**src/rtl/aff_pkg.sv**
```systemverilog
// Shared types and constants for the 2D affine point transform.
// Used by every module of the block; depends on nothing.
package aff_pkg;

  localparam int CFG_W         = 32;
  localparam int CFG_IDX_W     = 3;
  localparam int COORD_W_DEF   = 16;
  localparam int FRAC_W_DEF    = 16;
  localparam int PROD_W        = 2 * CFG_W;
  localparam int DMAG_W        = 2 * CFG_W;

  typedef enum logic [CFG_IDX_W-1:0] {
    REG_COEF_XX  = 3'd0,
    REG_COEF_XY  = 3'd1,
    REG_COEF_YX  = 3'd2,
    REG_COEF_YY  = 3'd3,
    REG_OFFSET_X = 3'd4,
    REG_OFFSET_Y = 3'd5
  } cfg_reg_e;

  typedef enum logic {
    OP_FWD = 1'b0,
    OP_INV = 1'b1
  } op_e;

  typedef struct packed {
    logic valid;
    logic last;
    logic inv;
    logic fault;
  } aff_meta_t;

endpackage

```
**src/rtl/aff_sum.sv**
```systemverilog
// Sum stage: numerators, divisor, and the inverse-direction divide fault.
// Depends on aff_pkg.
module aff_sum import aff_pkg::*; #(
  parameter int COORD_WIDTH   = COORD_W_DEF,
  parameter int FRACTION_BITS = FRAC_W_DEF,
  parameter int NUM_W         = 2 * CFG_W + 2
) (
  input  logic                                clk_i,
  input  logic                                rst_ni,
  input  logic                                adv_i,
  input  aff_meta_t                           meta_i,
  input  logic signed [COORD_WIDTH+CFG_W-1:0] p_x_xx_i,
  input  logic signed [COORD_WIDTH+CFG_W-1:0] p_x_xy_i,
  input  logic signed [COORD_WIDTH+CFG_W-1:0] p_x_yy_i,
  input  logic signed [COORD_WIDTH+CFG_W-1:0] p_y_xx_i,
  input  logic signed [COORD_WIDTH+CFG_W-1:0] p_y_yx_i,
  input  logic signed [COORD_WIDTH+CFG_W-1:0] p_y_yy_i,
  input  logic signed [PROD_W-1:0]            p_xx_oy_i,
  input  logic signed [PROD_W-1:0]            p_xy_ox_i,
  input  logic signed [PROD_W-1:0]            p_yy_ox_i,
  input  logic signed [PROD_W-1:0]            p_yx_oy_i,
  input  logic signed [PROD_W-1:0]            p_det_a_i,
  input  logic signed [PROD_W-1:0]            p_det_b_i,
  input  logic signed [CFG_W-1:0]             coef_xx_i,
  input  logic signed [CFG_W-1:0]             offset_x_i,
  input  logic signed [CFG_W-1:0]             offset_y_i,
  output aff_meta_t                           meta_o,
  output logic signed [NUM_W-1:0]             num_x_o,
  output logic signed [NUM_W-1:0]             num_y_o,
  output logic signed [DMAG_W:0]              den_o
);

  localparam int DETW = DMAG_W + 1;

  logic signed [NUM_W-1:0] fwd_x, fwd_y, inv_x, inv_y;
  logic signed [DETW-1:0]  det;
  logic                    fault;
  aff_meta_t               meta_d, meta_q;
  logic signed [NUM_W-1:0] num_x_d, num_y_d, num_x_q, num_y_q;
  logic signed [DETW-1:0]  den_d, den_q;

  always_comb begin
    fwd_x = NUM_W'(p_x_xx_i) + NUM_W'(p_y_yx_i) + NUM_W'(offset_x_i);
    fwd_y = NUM_W'(p_x_xy_i) + NUM_W'(p_y_yy_i) + NUM_W'(offset_y_i);
    inv_y = ((NUM_W'(p_y_xx_i) - NUM_W'(p_x_xy_i)) <<< FRACTION_BITS)
            - (NUM_W'(p_xx_oy_i) - NUM_W'(p_xy_ox_i));
    inv_x = ((NUM_W'(p_x_yy_i) - NUM_W'(p_y_yx_i)) <<< FRACTION_BITS)
            - (NUM_W'(p_yy_ox_i) - NUM_W'(p_yx_oy_i));
    det   = DETW'(p_det_a_i) - DETW'(p_det_b_i);
    fault = meta_i.inv && ((det == '0) || (coef_xx_i == '0));

    meta_d       = meta_i;
    meta_d.fault = fault;
    if (fault) begin
      num_x_d = '0;
      num_y_d = '0;
      den_d   = DETW'(1);
    end else if (meta_i.inv) begin
      num_x_d = inv_x;
      num_y_d = inv_y;
      den_d   = det;
    end else begin
      num_x_d = fwd_x;
      num_y_d = fwd_y;
      den_d   = DETW'(1) <<< FRACTION_BITS;
    end
  end

  always_ff @(posedge clk_i or negedge rst_ni) begin
    if (!rst_ni) begin
      meta_q <= '0;
    end else if (adv_i) begin
      meta_q <= meta_d;
    end
  end

  always_ff @(posedge clk_i) begin
    if (adv_i) begin
      num_x_q <= num_x_d;
      num_y_q <= num_y_d;
      den_q   <= den_d;
    end
  end

  assign meta_o  = meta_q;
  assign num_x_o = num_x_q;
  assign num_y_o = num_y_q;
  assign den_o   = den_q;

endmodule

```
**config.mk**
```make
export PLATFORM = sky130hd
export DESIGN_NAME = aff_sum
export DESIGN_NICKNAME = d
export VERILOG_FILES = /design/src/rtl/aff_pkg.sv /design/src/rtl/aff_sum.sv
export SDC_FILE = /design/constraint.sdc
export NUM_CORES = 2
export LEC_CHECK = 0
export BUFFER_PORTS_ARGS = -buffer_cell sky130_fd_sc_hd__clkbuf_2
export CAP_MARGIN = 0
export CELL_PAD_IN_SITES_DETAIL_PLACEMENT = 1
export CELL_PAD_IN_SITES_GLOBAL_PLACEMENT = 2
export CORE_AREA = 5 5 382 384
export DETAILED_ROUTE_END_ITERATION = 7
export DIE_AREA = 0 0 387 389
export HOLD_SLACK_MARGIN = 0.03
export PLACE_DENSITY_LB_ADDON = 0.1
export RECOVER_POWER = 50
export SLEW_MARGIN = 20
export SYNTH_ARGS = -nofsm -noshare
export SYNTH_HDL_FRONTEND = slang
export SYNTH_SLANG_ARGS = --single-unit
export TNS_END_PERCENT = 30
```
**constraint.sdc**
```tcl
create_clock -name clk_i -period 0.85 [get_ports clk_i]
set_clock_uncertainty 0.15 [all_clocks]
set_input_delay 0.17 -clock clk_i [delete_from_list [all_inputs] [get_ports clk_i]]
set_output_delay 0.17 -clock clk_i [all_outputs]
set_load 0.02 [all_outputs]
```
After elaboration in Yosys (flattened, before gate mapping)
Index checks and enable logic that the tools add are counted.

Register bits: 201. Input bits: 775.

$add $sub $neg: 11. Muxes and demuxes: 3. Bitwise operators: 1. Reductions and logical operators: 5.

Operator list (number): 64-bit by 64-bit subtractor with 65-bit output (3); 66-bit two-way mux (2); 65-bit by 65-bit subtractor with 66-bit output (2); 49-bit by 32-bit adder with 50-bit output (2); 48-bit by 48-bit adder with 49-bit output (2); 48-bit by 48-bit subtractor with 49-bit output (2); 65-bit zero test (1); 32-bit zero test (1); 17-bit two-way mux (1); 2-bit OR reduction (1); 1-bit logical AND (1); 1-bit logical OR (1); 1-bit inverter (1).

Depth between registers and ports, before layout
Depth in word-level cells: 5. Gate-level depth with buffers: 31.

Worst setup path after synthesis
Ideal clock, no wire load.

Kind: input -> register. Start: input p_y_xx_i[0]. End: register num_y_q[63], in the netlist num_y_o[63], data pin. Data arrival time: 5314 ps. Path slack: -4910 ps. Stages on the path: 27. Buffers on the path: 0. Cells stage by stage: inv_1 > ha_1 > fa_1 > nor2b_1 > o21ai_0 > a21boi_0 > o21ai_0 > a211oi_1 > o21ai_0 > o21ai_0 > a21o_1 > a21oi_1 > xor2_1 > fa_1 > inv_1 > ha_1 > nand4_1 > or2_2 > o221ai_1 > nor3_1 > o31ai_1 > o211ai_1 > o221ai_1 > a31oi_1 > o41ai_1 > xnor2_1 > a211oi_1.

Longest elaborated chain between the ends: 3.

RTL lines: start: declaration (RTL line aff_sum.sv:15) `input logic signed [COORD_WIDTH+CFG_W-1:0] p_y_xx_i,`; 48-bit by 48-bit subtractor with 49-bit output (RTL line aff_sum.sv:45) `inv_y = ((NUM_W'(p_y_xx_i) - NUM_W'(p_x_xy_i)) <<< FRACTION_BITS)`; 65-bit by 65-bit subtractor with 66-bit output (RTL line aff_sum.sv:46) `- (NUM_W'(p_xx_oy_i) - NUM_W'(p_xy_ox_i));`; 66-bit two-way mux (RTL line aff_sum.sv:58) `end else if (meta_i.inv) begin`; end signal: assignment (RTL line aff_sum.sv:80) `num_y_q <= num_y_d;`; end: declaration (RTL line aff_sum.sv:39) `logic signed [NUM_W-1:0] num_x_d, num_y_d, num_x_q, num_y_q;`.

Every way passes these cells. A chain may end at the register's enable or synchronous reset.

Final worst setup path
Start: input p_x_xy_i[18]. End: register num_y_q[60], in the netlist num_y_o[60], data pin.

Longest elaborated chain between the ends: 3. Elaborated cells between the ends (all ways): 5. Classes of those cells: 4 x add/sub; 1 x mux.

RTL lines: start: declaration (RTL line aff_sum.sv:13) `input logic signed [COORD_WIDTH+CFG_W-1:0] p_x_xy_i,`; 48-bit by 48-bit subtractor with 49-bit output / 48-bit by 48-bit adder with 49-bit output (equally long branches) (RTL line aff_sum.sv:45, aff_sum.sv:44); 65-bit by 65-bit subtractor with 66-bit output / 49-bit by 32-bit adder with 50-bit output (equally long branches) (RTL line aff_sum.sv:46, aff_sum.sv:44); 66-bit two-way mux * (RTL line aff_sum.sv:58).

Mark *: on every way between the ends. The rest lies on a longest branch, timed or not.

==> impl_metrics.yaml <==
clocking:
  clock_path_buffers: 3
  cts_max_level: 1
  ctsHoldBuffers: 4
  cts_tree: "built"
  clk_latency_ns: 0.63
  clkSlewWorstSetupHoldPaths_ns: 0.06
  cts_made_buffers: 30
  cts.sinks: 201
  clockRootBuffer: "clkbuf_16"
final_layout:
  final_nets: 8240
  area_growth_pct: 71.8
  finish.utilization: 0.423
  drive_gt1_frac: 0.480
route:
  vias: 42000
  wire_per_inst_um: 23.1
  drc: 0
  via_per_inst: 4.78
  drt_iter0_drc: 1854
  wl_um: 203000
  first_pass_iters: 5
  drt.antenna.violating_nets: 0
floorplan:
  die_h_um: 389
  io_pins: 976
  core_area_um2: 142000
  die_area_um2: 151000
  die_w_um: 387
  initial_core_util: 0.246
  rows: 139
job:
  drv_cap: 0
synthesis:
  ys_types: 93
  ys_ff_latch: 201
  syn_area_um2: 35100
  synth_nets: 5662
  ys_seq_area_frac: 0.172
  async_reset_ff_frac: 0.0199
  syn_area_per_cell_um2: 8.21
  ys_warn_count: 0
  netlist_instances: 4270
  synth_flop_cell: "edfxtp_1"
  synth_edf_count: 197
place:
  dp_hpwl_um: 179000
  gp_congestion: 0.910
  portBuffers: 974
pwr:
  peakVddDrop_mv: 1.86
  p_leak_nw: 30.3
  power-per-cell-area_nw_per_um2: 2130
sta:
  hold_viol: 4
  finalWorstSetupSlack_ns: -4.30
  min_period_ns: 5.15
  tightest_slew_ns: 0.698
  setup_viol: 523
  slew-limit-headroom: 0.531
  slew_violations: 0
  rsz0062_at_grt: "true"
  period_share: 6.06
  fmaxAchievable_mhz: 194
  whs_ns: -0.0814
  finalSetupTns_ns: -796.30
global_routing:
  grt_max_degree: 56
  grt-ovfl-total: 0
  grt_pass1_wl_um: 295000
  grt_pass1_vias: 46000
  grt_antenna_before_repair: 60
  grt.total_usage: 0.257
setup_path:
  critical_path_required_ns: 1.08
  endpoint_kind: "flop"
  cp_data_arrival_time_ns: 5.38
  path_max_fanout: 3
  critical_path_class: "in2reg"
  worst_setup_path_start_kind: "input port"
worst_hold_path:
  min_path_type: "in2reg"
run_status:
  status: "finished with violations"
  violations: "negative hold slack, negative setup slack"
==> registers in the layout (all words and copies together) (netlist names) <==
signal   count
meta_o       4
num_x_o     66
num_y_o     66
den_o       65
==> synth_stat cells (all sizes together) (21+ instances only) <==
cell type,n,area [µm²]
inv,550,2060
ha,416,5200
a21oi,390,1970
nand2,274,1030
nor2,251,942
a21o,230,1730
o21ai,218,1090
fa,201,4020
edfxtp,197,5920
xnor2,171,1500
xor2,149,1310
clkbuf,93,350
nand3,93,470
o22ai,88,551
nor3,71,355
nand4,70,444
o21bai,56,420
nor2b,55,344
nand2b,54,338
o21a,53,398
a211oi,44,340
and2,44,275
a31oi,43,269
and3,39,244
nor4,32,228
buf,29,159
o211ai,28,210
or3,27,169
a211o,21,184
==> power by group <==
part / internal [mW] / switching (mW)
registers: 14.5 / 1.42
clock network: 8.01 / 5.60
logic: 48.0 / 50.5
total: 70.6 / 57.5
==> metrics by stage <==
stage,instance area [µm²],instances,power [mW],setup slack [ns],hold WS (ns)
after floorplan,35800,4270,57.7,-4.39,-0.276
after global placement,54200,8553,99.6,-5.44,-0.168
after detailed placement,54200,8553,100,-5.48,-0.165
after CTS,58800,8727,124,-4.29,-0.200
after global routing,60200,8781,137,-4.49,-0.0633
final,60200,8797,128,-4.30,-0.0814
==> kinds of logic (layout without fill, tap and decap cells) <==
family / count (synthesis) / after routing / synth area share
AOI/OAI and AO/OA: 1371 / 1371 / 0.255
xor gates and xnor gates: 320 / 320 / 0.0799
adders and majority gates: 617 / 617 / 0.263
buffers and inverters: 672 / 3271 / 0.0734
DFF: 201 / 201 / 0.172
muxes: 15 / 15 / 0.00443
other: 0 / 25 / 0
and+or+nand+nor: 1074 / 1074 / 0.152
==> layout make-up <==
class	count	area (µm²)
well taps	1903	2380
repair buffers	2668	18600
inverters	550	2090
multi-input cells	3397	30100
diodes	25	62.6
clock inverters	21	272
fillers	17000	82200
clock buffers	32	758
flip-flops and latches	201	6020
==> layout by cell type, fill, tap and decap left out, types with 30 or more instances in the layout <==
cell type and count:
buf_6 94, nor3_1 51, o21a_1 51, o21ai_2 33
o21ai_0 146, nand2_1 253, o21bai_1 50, inv_1 515
buf_4 1558, ha_4 50, nand3_1 85, nand2b_1 51
clkbuf_2 967, nor2b_1 43, a21oi_1 287, edfxtp_1 197
o22ai_1 65, nor2_1 228, a21oi_2 85, buf_12 32
and2_1 35, clkbuf_16 31, fa_1 192, a21o_1 229
inv_2 30, ha_1 356, xnor2_1 142, xor2_1 134
and3_1 32, nand4_1 69
==> worst paths after layout <==
path,from,endpoint,slack (ns),cells after the start
setup / recovery,p_x_xy_i[18],num_y_o[60]$_SDFFCE_PP0P_,-4.30,26
hold / removal,p_yy_ox_i[0],num_x_o[0]$_SDFFCE_PP0P_,-0.08,4
setup reg to reg,meta_o[3]$_DFFE_PN0P_,meta_o[3]$_DFFE_PN0P_,-0.05,1
hold reg to reg,meta_o[1]$_DFFE_PN0P_,meta_o[1]$_DFFE_PN0P_,0.36,1
max in group asynchronous,rst_ni,meta_o[3]$_DFFE_PN0P_,0.07,3
min in group asynchronous,rst_ni,meta_o[1]$_DFFE_PN0P_,0.30,3
==> critical path, stage by stage <==
cell	delay [ns]
clkbuf_2	0.14
inv_1	0.09
ha_4	0.25
a21o_1	0.18
a21o_1	0.19
a21oi_2	0.19
o21a_1	0.17
o21ai_0	0.13
a311oi_1	0.31
a21bo_4	0.29
a31oi_4	0.18
o21ai_2	0.11
xnor2_1	0.16
fa_1	0.50
inv_1	0.05
ha_1	0.32
a21o_1	0.18
a21o_1	0.19
a21o_1	0.17
a21o_1	0.18
a211o_1	0.33
a22oi_2	0.29
o31ai_2	0.12
or3_1	0.33
nand3_1	0.10
a21oi_1	0.07
==> layer usage <==
layer | vias to the layer above | track usage | routed length [µm]
met5 | - | 0 | 164
met4 | 24 | 0.0485 | 4350
met3 | 174 | 0.0408 | 9470
met2 | 826 | 0.472 | 103000
met1 | 20500 | 0.317 | 86400
li1 | 20500 | - | -
==> what timing repair did <==
item	in CTS	in global routing
buffers inserted	147	58
pin swaps	298	218
cloned	7	0
gates resized for setup	492	239
endpoints found under the hold margin	218	158
setup endpoints to repair	402	402
(Power assumes the default switching activity.)
